File: src/hdl/ccs_pkg.sv
// Package for the calendar clock step block: payload types, op codes and calendar helpers.
`timescale 1ns / 1ps

package ccs_pkg;

  // Request operation codes.
  typedef enum logic [2:0] {
    OP_SEC_FWD  = 3'd0,
    OP_SEC_BACK = 3'd1,
    OP_DAY_FWD  = 3'd2,
    OP_DAY_BACK = 3'd3,
    OP_LOAD     = 3'd4
  } op_t;

  // Input request payload.
  typedef struct packed {
    op_t        op;
    logic [5:0] load_second;
    logic [5:0] load_minute;
    logic [4:0] load_hour;
    logic [8:0] load_yday;
    logic [2:0] load_wday;
    logic [9:0] load_year;
  } in_item_t;

  // Result payload.
  typedef struct packed {
    logic [5:0] second_out;
    logic [5:0] minute_out;
    logic [4:0] hour_out;
    logic [3:0] month_out;
    logic [4:0] mday_out;
    logic [8:0] yday_out;
    logic [2:0] wday_out;
    logic [9:0] year_out;
    logic       is_am;
    logic [3:0] hour_twelve;
  } out_item_t;

  // Field limits.
  localparam logic [5:0] SEC_MAX          = 6'd59;
  localparam logic [5:0] MIN_MAX          = 6'd59;
  localparam logic [4:0] HOUR_MAX         = 5'd23;
  localparam logic [4:0] HOUR_NOON        = 5'd12;
  localparam logic [3:0] HOUR_TWELVE      = 4'd12;
  localparam logic [2:0] WDAY_MAX         = 3'd6;
  localparam logic [8:0] YDAY_LAST_COMMON = 9'd364;
  localparam logic [8:0] YDAY_LAST_LEAP   = 9'd365;
  localparam logic [3:0] MONTH_COUNT      = 4'd12;

  // Full-year arithmetic is wide enough for any supported year counter width.
  localparam int unsigned YEAR_CALC_W = 17;
  localparam int unsigned BASE_YEAR   = 1900;

  // Exact test for divisibility by 25 on 16-bit values: multiply by the
  // inverse of 25 modulo 2^16 and compare against floor((2^16 - 1) / 25).
  localparam logic [15:0] INV25       = 16'd23593;
  localparam logic [15:0] DIV25_LIMIT = 16'd2621;

  // Gregorian leap rule on the year counted from 1900.
  function automatic logic is_leap(input logic [YEAR_CALC_W-1:0] yc_ext);
    logic [YEAR_CALC_W-1:0] y;
    logic [15:0]            q;
    logic [15:0]            prod;
    logic                   div4;
    logic                   div16;
    logic                   div100;
    y      = yc_ext + YEAR_CALC_W'(BASE_YEAR);
    div4   = (y[1:0] == 2'd0);
    div16  = (y[3:0] == 4'd0);
    q      = 16'(y >> 2);
    prod   = 16'(q * INV25);
    div100 = div4 && (prod <= DIV25_LIMIT);
    return div4 && (!div100 || div16);
  endfunction

  // Last zero-based day of the year.
  function automatic logic [8:0] last_day(input logic leap);
    return leap ? YDAY_LAST_LEAP : YDAY_LAST_COMMON;
  endfunction

  // Zero-based day of year on which a month starts.
  function automatic logic [8:0] month_start(input logic [3:0] m, input logic leap);
    logic [8:0] base;
    unique case (m)
      4'd0:    base = 9'd0;
      4'd1:    base = 9'd31;
      4'd2:    base = 9'd59;
      4'd3:    base = 9'd90;
      4'd4:    base = 9'd120;
      4'd5:    base = 9'd151;
      4'd6:    base = 9'd181;
      4'd7:    base = 9'd212;
      4'd8:    base = 9'd243;
      4'd9:    base = 9'd273;
      4'd10:   base = 9'd304;
      4'd11:   base = 9'd334;
      default: base = 9'd0;
    endcase
    return base + ((leap && (m >= 4'd2)) ? 9'd1 : 9'd0);
  endfunction

endpackage

File: src/hdl/calendar_clock_step.sv
// Top level of the calendar clock: input register, step logic, result register.
`timescale 1ns / 1ps

// Calendar clock step.
// The input channel (in_valid, in_ready, in_data) carries one request per
// accepted item: step one second forward or back, step one day forward or
// back, or load a full time. The result channel (out_valid, out_ready,
// out_data) returns exactly one result per request: the time after the step,
// with month, day of month, AM flag and 12-hour hour derived from it.
// A request is captured in an input register; the step is then computed from
// that register, and the new time is written to the state and to the result
// register once the result register can advance. out_valid rises as the
// result is written, and a new request can be accepted every cycle while the
// receiver keeps taking results. The step path is one carry chain, one
// constant multiply for the leap test and eleven month-start compares.
// When the receiver stalls, one more request is still taken into the input
// register; after that in_ready drops until the result is taken.
// Synchronous reset sets 00:00:00, Monday, day 0 of 1900 and empties both
// registers; no clearing pass is needed.
module calendar_clock_step #(
  parameter int unsigned YEAR_BITS = 10
) (
  input  logic                clk,
  input  logic                rst_n,
  input  logic                in_valid,
  output logic                in_ready,
  input  ccs_pkg::in_item_t   in_data,
  output logic                out_valid,
  input  logic                out_ready,
  output ccs_pkg::out_item_t  out_data
);

  localparam int unsigned YW = ccs_pkg::YEAR_CALC_W;

  // Handshake and pipeline registers.
  logic               in_valid_r;
  ccs_pkg::in_item_t  in_r;
  logic               out_valid_r;
  ccs_pkg::out_item_t out_r;
  logic               advance;
  logic               step_en;

  // Calendar state.
  logic [5:0]           sec_r,  sec_nxt;
  logic [5:0]           min_r,  min_nxt;
  logic [4:0]           hour_r, hour_nxt;
  logic [8:0]           yday_r, yday_nxt;
  logic [2:0]           wday_r, wday_nxt;
  logic [YEAR_BITS-1:0] year_r, year_nxt;
  logic                 leap_r, leap_nxt;

  // Step intermediates.
  logic                 day_fwd;
  logic                 day_back;
  logic                 year_wrap_up;
  logic                 year_wrap_down;
  logic [YW-1:0]        load_year_ext;
  logic [YW-1:0]        year_out_ext;
  logic [3:0]           month_nxt;
  logic [4:0]           mday_nxt;
  logic [4:0]           h12_base;
  logic [3:0]           h12;
  ccs_pkg::out_item_t   out_nxt;

  assign advance   = !out_valid_r || out_ready;
  assign in_ready  = !in_valid_r || advance;
  assign step_en   = in_valid_r && advance;
  assign out_valid = out_valid_r;
  assign out_data  = out_r;

  // Input register control.
  always_ff @(posedge clk) begin
    if (!rst_n) begin
      in_valid_r <= 1'b0;
    end else if (in_ready) begin
      in_valid_r <= in_valid;
    end
  end

  // Input register payload.
  always_ff @(posedge clk) begin
    if (in_valid && in_ready) begin
      in_r <= in_data;
    end
  end

  // Second, minute, hour and weekday update; decide on day carries.
  always_comb begin
    sec_nxt  = sec_r;
    min_nxt  = min_r;
    hour_nxt = hour_r;
    wday_nxt = wday_r;
    day_fwd  = 1'b0;
    day_back = 1'b0;
    unique case (in_r.op)
      ccs_pkg::OP_SEC_FWD: begin
        if (sec_r < ccs_pkg::SEC_MAX) begin
          sec_nxt = sec_r + 6'd1;
        end else begin
          sec_nxt = 6'd0;
          if (min_r < ccs_pkg::MIN_MAX) begin
            min_nxt = min_r + 6'd1;
          end else begin
            min_nxt = 6'd0;
            if (hour_r < ccs_pkg::HOUR_MAX) begin
              hour_nxt = hour_r + 5'd1;
            end else begin
              hour_nxt = 5'd0;
              day_fwd  = 1'b1;
            end
          end
        end
      end
      ccs_pkg::OP_SEC_BACK: begin
        if (sec_r != 6'd0) begin
          sec_nxt = sec_r - 6'd1;
        end else begin
          sec_nxt = ccs_pkg::SEC_MAX;
          if (min_r != 6'd0) begin
            min_nxt = min_r - 6'd1;
          end else begin
            min_nxt = ccs_pkg::MIN_MAX;
            if (hour_r != 5'd0) begin
              hour_nxt = hour_r - 5'd1;
            end else begin
              hour_nxt = ccs_pkg::HOUR_MAX;
              day_back = 1'b1;
            end
          end
        end
      end
      ccs_pkg::OP_DAY_FWD: begin
        day_fwd = 1'b1;
      end
      ccs_pkg::OP_DAY_BACK: begin
        day_back = 1'b1;
      end
      ccs_pkg::OP_LOAD: begin
        sec_nxt  = (in_r.load_second > ccs_pkg::SEC_MAX) ? ccs_pkg::SEC_MAX
                                                         : in_r.load_second;
        min_nxt  = (in_r.load_minute > ccs_pkg::MIN_MAX) ? ccs_pkg::MIN_MAX
                                                         : in_r.load_minute;
        hour_nxt = (in_r.load_hour > ccs_pkg::HOUR_MAX) ? ccs_pkg::HOUR_MAX
                                                        : in_r.load_hour;
        wday_nxt = (in_r.load_wday > ccs_pkg::WDAY_MAX) ? ccs_pkg::WDAY_MAX
                                                        : in_r.load_wday;
      end
      default: begin
        // Unused codes leave the time as it is.
      end
    endcase
    if (day_fwd) begin
      wday_nxt = (wday_r == ccs_pkg::WDAY_MAX) ? 3'd0 : wday_r + 3'd1;
    end else if (day_back) begin
      wday_nxt = (wday_r == 3'd0) ? ccs_pkg::WDAY_MAX : wday_r - 3'd1;
    end
  end

  // Year update and the leap flag of the resulting year.
  assign year_wrap_up   = day_fwd && (yday_r >= ccs_pkg::last_day(leap_r));
  assign year_wrap_down = day_back && (yday_r == 9'd0);
  assign load_year_ext  = YW'(in_r.load_year);

  always_comb begin
    year_nxt = year_r;
    if (in_r.op == ccs_pkg::OP_LOAD) begin
      year_nxt = load_year_ext[YEAR_BITS-1:0];
    end else if (year_wrap_up) begin
      year_nxt = YEAR_BITS'(year_r + 1'b1);
    end else if (year_wrap_down) begin
      year_nxt = YEAR_BITS'(year_r - 1'b1);
    end
  end

  assign leap_nxt = ccs_pkg::is_leap(YW'(year_nxt));

  // Day of year update.
  always_comb begin
    yday_nxt = yday_r;
    if (in_r.op == ccs_pkg::OP_LOAD) begin
      yday_nxt = (in_r.load_yday > ccs_pkg::last_day(leap_nxt)) ?
                 ccs_pkg::last_day(leap_nxt) : in_r.load_yday;
    end else if (day_fwd) begin
      yday_nxt = year_wrap_up ? 9'd0 : yday_r + 9'd1;
    end else if (day_back) begin
      yday_nxt = year_wrap_down ? ccs_pkg::last_day(leap_nxt) : yday_r - 9'd1;
    end
  end

  // Month and day of month from the day of year; the last month started wins.
  always_comb begin
    month_nxt = 4'd0;
    for (int k = 1; k < int'(ccs_pkg::MONTH_COUNT); k++) begin
      if (yday_nxt >= ccs_pkg::month_start(4'(k), leap_nxt)) begin
        month_nxt = 4'(k);
      end
    end
    mday_nxt = 5'(yday_nxt - ccs_pkg::month_start(month_nxt, leap_nxt) + 9'd1);
  end

  // 12-hour presentation.
  assign h12_base = (hour_nxt >= ccs_pkg::HOUR_NOON) ? hour_nxt - ccs_pkg::HOUR_NOON
                                                     : hour_nxt;
  assign h12      = (h12_base == 5'd0) ? ccs_pkg::HOUR_TWELVE : h12_base[3:0];

  // Result assembly.
  assign year_out_ext = YW'(year_nxt);

  always_comb begin
    out_nxt.second_out  = sec_nxt;
    out_nxt.minute_out  = min_nxt;
    out_nxt.hour_out    = hour_nxt;
    out_nxt.month_out   = month_nxt;
    out_nxt.mday_out    = mday_nxt;
    out_nxt.yday_out    = yday_nxt;
    out_nxt.wday_out    = wday_nxt;
    out_nxt.year_out    = year_out_ext[9:0];
    out_nxt.is_am       = (hour_nxt < ccs_pkg::HOUR_NOON);
    out_nxt.hour_twelve = h12;
  end

  // Calendar state registers.
  always_ff @(posedge clk) begin
    if (!rst_n) begin
      sec_r  <= 6'd0;
      min_r  <= 6'd0;
      hour_r <= 5'd0;
      yday_r <= 9'd0;
      wday_r <= 3'd1;
      year_r <= '0;
      leap_r <= 1'b0;
    end else if (step_en) begin
      sec_r  <= sec_nxt;
      min_r  <= min_nxt;
      hour_r <= hour_nxt;
      yday_r <= yday_nxt;
      wday_r <= wday_nxt;
      year_r <= year_nxt;
      leap_r <= leap_nxt;
    end
  end

  // Result register control.
  always_ff @(posedge clk) begin
    if (!rst_n) begin
      out_valid_r <= 1'b0;
    end else if (advance) begin
      out_valid_r <= in_valid_r;
    end
  end

  // Result register payload.
  always_ff @(posedge clk) begin
    if (step_en) begin
      out_r <= out_nxt;
    end
  end

`ifndef SYNTHESIS
  // The stored leap flag always matches the stored year.
  a_leap_consistent: assert property (@(posedge clk) disable iff (!rst_n)
    leap_r == ccs_pkg::is_leap(YW'(year_r)))
    else $error("leap flag does not match the year");

  // The day of year never passes the last day of its year.
  a_yday_range: assert property (@(posedge clk) disable iff (!rst_n)
    yday_r <= ccs_pkg::last_day(leap_r))
    else $error("day of year beyond the last day");

  // Time of day and weekday stay in range.
  a_time_range: assert property (@(posedge clk) disable iff (!rst_n)
    (sec_r <= ccs_pkg::SEC_MAX) && (min_r <= ccs_pkg::MIN_MAX) &&
    (hour_r <= ccs_pkg::HOUR_MAX) && (wday_r <= ccs_pkg::WDAY_MAX))
    else $error("time of day or weekday out of range");

  // A request held in the input register during a stall is kept for the next cycle.
  a_in_hold: assert property (@(posedge clk) disable iff (!rst_n)
    in_valid_r && !advance |=> in_valid_r && $stable(in_r))
    else $error("stalled request lost from the input register");
`endif

endmodule

File: config.mk
export PLATFORM = sky130hd
export DESIGN_NAME = calendar_clock_step
export DESIGN_NICKNAME = d
export VERILOG_FILES = /design/src/hdl/ccs_pkg.sv /design/src/hdl/calendar_clock_step.sv
export SDC_FILE = /design/constraint.sdc
export NUM_CORES = 1
export LEC_CHECK = 0
export ABC_AREA = 1
export ABC_CLOCK_PERIOD_IN_PS = 16900
export BUFFER_PORTS_ARGS = -buffer_cell sky130_fd_sc_hd__buf_2
export CELL_PAD_IN_SITES_DETAIL_PLACEMENT = 1
export CELL_PAD_IN_SITES_GLOBAL_PLACEMENT = 2
export CORE_MARGIN = 2
export CORE_UTILIZATION = 39
export CTS_CLUSTER_DIAMETER = 50
export DETAILED_ROUTE_END_ITERATION = 12
export MAX_ROUTING_LAYER = met4
export PLACE_DENSITY_LB_ADDON = 0.1
export SYNTH_ARGS = -nofsm -noshare
export SYNTH_HDL_FRONTEND = slang
export SYNTH_SLANG_ARGS = --single-unit
File: constraint.sdc
create_clock -name clk -period 16.9 [get_ports clk]
set_clock_uncertainty 0.2 [all_clocks]
set_input_delay 3.38 -clock clk [delete_from_list [all_inputs] [get_ports clk]]
set_output_delay 3.38 -clock clk [all_outputs]
set_load 0.02 [all_outputs]
# Yosys cells after proc, flatten, opt, wreduce, memory -nomap -nowiden
# Memory sizes are Yosys's and may differ from the RTL's.
# Cells that the tools add are included.
dict set report op_classes {
  reduce_logical 22
  n_mul 1
  n_addsub 27
  n_mux 57
  eq_ne 5
  n_lt_le_gt_ge 24
}
# cell count
set ops {}
lappend ops {{9-bit >= comparator} 11}
lappend ops {{9-bit 2-to-1 mux} 6}
lappend ops {{6-bit 2-to-1 mux} 8}
lappend ops {{4-bit 2-to-1 mux} 10}
lappend ops {{5-bit 2-to-1 mux} 8}
lappend ops {{8-bit by 9-bit adder with 9-bit output (first input constant)} 4}
lappend ops {{6-bit case mux with 3 select lines} 2}
lappend ops {{10-bit 2-to-1 mux} 3}
lappend ops {{7-bit by 9-bit adder with 9-bit output (first input constant)} 2}
lappend ops {{9-bit adder (first input constant)} 2}
lappend ops {{3-bit 2-to-1 mux} 6}
lappend ops {{16-bit by 12-bit less-or-equal comparator with 1-bit output (second input constant)} 1}
lappend ops {{10-bit by 15-bit multiplier with 16-bit output (second input constant)} 1}
lappend ops {{5-bit case mux with 3 select lines} 1}
lappend ops {{10-bit by 11-bit adder with 12-bit output (second input constant)} 1}
lappend ops {{6-bit by 1-bit adder with 6-bit output (second input constant)} 2}
lappend ops {{6-bit greater-than comparator (second input constant)} 2}
lappend ops {{6-bit < comparator (second input constant)} 2}
lappend ops {{6-bit nonzero test} 2}
lappend ops {{6-bit by 1-bit subtractor with 6-bit output (second input constant)} 2}
lappend ops {{1-bit 2-to-1 mux} 11}
lappend ops {{10-bit by 1-bit adder with 10-bit output (second input constant)} 1}
lappend ops {{5-bit by 1-bit adder with 5-bit output (second input constant)} 2}
lappend ops {{10-bit by 1-bit subtractor with 10-bit output (second input constant)} 1}
lappend ops {{31 further kinds} 45}
dict set report totals {
  out_inout_bits 55
  romBits 144
  memories 1
  register_bits 137
  inputBits 46
  word_cells 163
}
# name words word_bits read_ports rd_ports_with_merged_regs write_ports line_no
set memory_table {}
lappend memory_table {{(name not given)} 16 9 1 0 0 ccs_pkg.sv:85} ;# unique case (m)

# Logic depth before layout (Yosys ltp)
dict set report logic_depth {
  depth_word 39
  ltp_mapped 88
}

# Worst setup path after synthesis
# No wires, ideal clock.
dict set report synth_timing {
  path_kind {reg-to-reg}
  start {reg in_r[39] (netlist name)}
  end {reg out_r, in the netlist out_data[31], data pin}
  t_arrival_ps 11006
  stages_incl_launch_ff 83
  slack_ps 5440
  setup_time_ps 254
  required_time_ps 16446
  cell_sequence {edfxtp_1 > nor2_1 > nand2_2 > nor2_4 > nand2_2 > o21bai_4 > nand2_4 > buf_6 > nand2_1 > nand3_1 > nand2_2 > inv_1 > ha_1 > inv_1 > nand3_4 > nand3_2 > nand2_1 > xor2_1 > [47 not listed] > nand2_1 > nand2_1 > nand2_1 > nand2_2 > nand2_1 > nand2_1 > ha_1 > o221a_2 > ha_1 > inv_1 > ha_1 > ha_1 > a21oi_1 > nand2_1 > xor2_1 > xnor2_1 > xor2_1 > inv_1}
}
# element line_no
set synth_rtl {}
lappend synth_rtl {{start, declared} calendar_clock_step.sv:37} ;# ccs_pkg::in_item_t in_r;
lappend synth_rtl {{start signal, assigned} calendar_clock_step.sv:83} ;# in_r <= in_data;
lappend synth_rtl {{end signal, assigned} calendar_clock_step.sv:255} ;# out_r <= out_nxt;
lappend synth_rtl {{end, declared} calendar_clock_step.sv:39} ;# ccs_pkg::out_item_t out_r;

==> metrics.txt <==
delay-heaviest family, CP=simple AND/OR/NAND/NOR gates; WP data arrival=13.47 ns; Max Fanout on Critical Path=28; routed length per instance=17.52 um; max-slew violations=0; cell count after synthesis=1179; gr ovfl total=0; met2 wire len=13.82 mm; H-tree levels=4; DRT iter0 DRCs=421; Initial Util=39.50%; layout cell share with drive strength beyond 1=16.32%; launch point of the worst reg-to-reg path=in_r[39]$_DFFE_PP_; DR vias=8356; Die X=163.2 um; largest net degree at the start of global routing=78; Post-Syn Area=0.009888 sq mm; CP Depth=78; CTS tree=yes; Slowest cell on crit path=fa_1; pwr/cell area=165.1 mW/mm^2; Slew headroom=31.02%; row cnt=58; launch point of the worst path=in_r[39]$_DFFE_PP_; setup ws final=3.419 ns; clock slew at reported path FFs=0.06 ns; leakage=5.238 nW; final hold viol count=0; met3 WL=880 um; Top FF cell, synth=edfxtp_1; commonest cells after routing, fill and taps aside=192 x nand2_1, 183 x inv_1, 100 x buf_2, 95 x edfxtp_1, 92 x ha_1; WP buf/inv=15; routability congestion estimate=0.8960; clock sinks=137; R2R cell count=78; Tightest Pin Transition=1.035 ns; Post-synth EDFFs=95; Setup CP Type=reg -> reg; Layout Cells excl Fill=1617; vias in the first global route=8672; R2R setup slack=3.42 ns; most common cell after layout, fill and taps aside=nand2_1; Final Setup Violations=0; Worst Hold Class=reg -> reg; status=finished, final reports clean; CTS max path bufs=2; CP Capture Type=flop; total core area=0.02504 sq mm; unrepaired setup endpoints after global routing=false; DP HPWL=21.38 mm; total CTS buffers=17; final setup TNS=0 ns; placed cells=1585; Final nets=1427; CP peak stage delay=0.49 ns; Place WS=3.318 ns; sequential area share after synthesis=37.35%; FF-to-FF End=out_data[31]$_DFFE_PP_; CTS root buf=clkbuf_16; number of library cell types mapped by synthesis=63; IO Pins=101; vias per inst=5.168; period utilisation layout=79.77%; die height=163.2 um; f_max=74.18 MHz; Post-CTS Resized=0; Ant. Diodes=0; dominant cell type by area after synthesis=edfxtp_1; Max IR drop VDD=0.09270 mV; Max Cap Viol=0; post-route DRC violation count=0; Syn Area/Cell=8.387 sq um; Final Critical Period=13.48 ns; CP required=16.89 ns; asr flop ratio synth=0%; crit start category=flop; hold buffer count at CTS=0; cell mode on critical path=nand2_1; syn nets=1332; Clock Latency Late Sink=0.44 ns; port buffer count=100; worst setup path end=out_data[31]$_DFFE_PP_; DR top layer=met4; # Post-CTS Setup Buffers=0; full die area=0.02664 sq mm; Synth top area share=28.85%; DRT met1 WL=13.29 mm; Area Growth Syn to Fin=14.58%; Tot GR Track Use=22.54%; first-pass GRT wire length=45.61 mm; drt first pass iters=5; flops & latches, synth=137; yosys warns=0; dominant cells by area after synthesis=edfxtp_1 29%, ha_1 12%, dfxtp_1 8.5%, nand2_1 7.3%, inv_1 7.0%; Routed Antenna Nets=0; Routed WL=28.32 mm; initial antenna violation count=0
==> area by class of cell <==
| type | instances | area [sq um] |
|---|---|---|
| fillers | 3026 | 13710 |
| multi-input cells | 815 | 5315 |
| flip-flops and latches | 137 | 3694 |
| inverters | 197 | 745.7 |
| repair buffers | 106 | 545.5 |
| clock buffers | 18 | 429.2 |
| well taps | 330 | 412.9 |
| clock inverters | 14 | 187.7 |
==> kinds of logic (layout without fill, tap and decap cells) <==
group                    after synthesis  in the layout  share of synthesized area, %
flip-flops                           137            137                         37.35
XOR/XNOR                              45             45                         4.138
multiplexers                           1              1                        0.1012
adder cells (fa/ha/maj)              107            107                         14.68
AO/OA/AOI/OAI                        238            238                         14.78
AND/OR/NAND/NOR                      424            424                         20.03
buffers and inverters                227            335                         8.921
==> power breakdown <==
part	switching, mW	internal [mW]
Combinational	0.638	0.413
Clock	0.161	0.236
Sequential	0.0184	0.404
==> worst reg2reg max path: cells and delay by family (launching register included) <==
family	cells	cell delay (ns)
AOI/OAI and AO/OA	10	1.74
xor gates and xnor gates	4	0.73
adders and majority gates	13	4.04
buffers and inverters	15	1.89
DFF	1	0.44
and+or+nand+nor	36	4.18
==> metal layers <==
metal / vias to the layer above / track usage, %
met4: 0 / 5.430
met3: 23 / 3.123
li1: 4165 / -
met1: 4037 / 28.56
met2: 131 / 38.15
met5: - / -
==> cells in the mapped netlist, types with 3 or more instances <==
master     instances
a211oi_1          10
a21oi_1           74
a22oi_1            6
a31oi_1            6
a32oi_1            3
buf_2              5
buf_4              3
clkbuf_1          20
dfxtp_1           42
edfxtp_1          95
fa_1              15
ha_1              92
inv_1            185
inv_2             11
nand2_1          193
nand2_2           20
nand2_4            8
nand3_1           69
nand3_2            4
nand4_1           12
nor2_1            78
nor2_4             4
nor3_1            18
nor4_1             4
o2111ai_1          6
o211ai_1          16
o21ai_0           84
o21ai_1            3
or2_2              3
xnor2_1           10
xor2_1            34
==> flip-flops by register name (all words and copies together) (netlist names) <==
register	flops
min_r	6
sec_r	6
year_r	10
yday_r	9
in_valid_r	1
leap_r	1
out_data	53
wday_r	3
hour_r	5
out_valid	1
in_r	42
==> stage by stage <==
stage	util (%)	power, mW	hold WS, ns	area (sq um)
floorplan	-	1.232	0.2866	9888
global placement	42.79	1.475	0.3120	10710
detailed placement	42.79	1.490	0.3168	10710
CTS	45.25	1.899	0.3311	11330
global route	45.25	2.054	0.3844	11330
finish	45.25	1.870	0.3282	11330
==> worst min path at each step <==
stage                                start                     end  cells past startpoint  slack, ns
global placement    year_r[9]$_SDFFE_PN0P_  year_r[9]$_SDFFE_PN0P_                      2       0.31
detailed placement  year_r[9]$_SDFFE_PN0P_  year_r[9]$_SDFFE_PN0P_                      2       0.32
floorplan           year_r[9]$_SDFFE_PN0P_  year_r[9]$_SDFFE_PN0P_                      2       0.29
finish              out_valid$_SDFFE_PN0P_  out_valid$_SDFFE_PN0P_                      2       0.33
CTS                 out_valid$_SDFFE_PN0P_  out_valid$_SDFFE_PN0P_                      2       0.33
global route        out_valid$_SDFFE_PN0P_  out_valid$_SDFFE_PN0P_                      2       0.38
(Power assumes the default switching activity.)
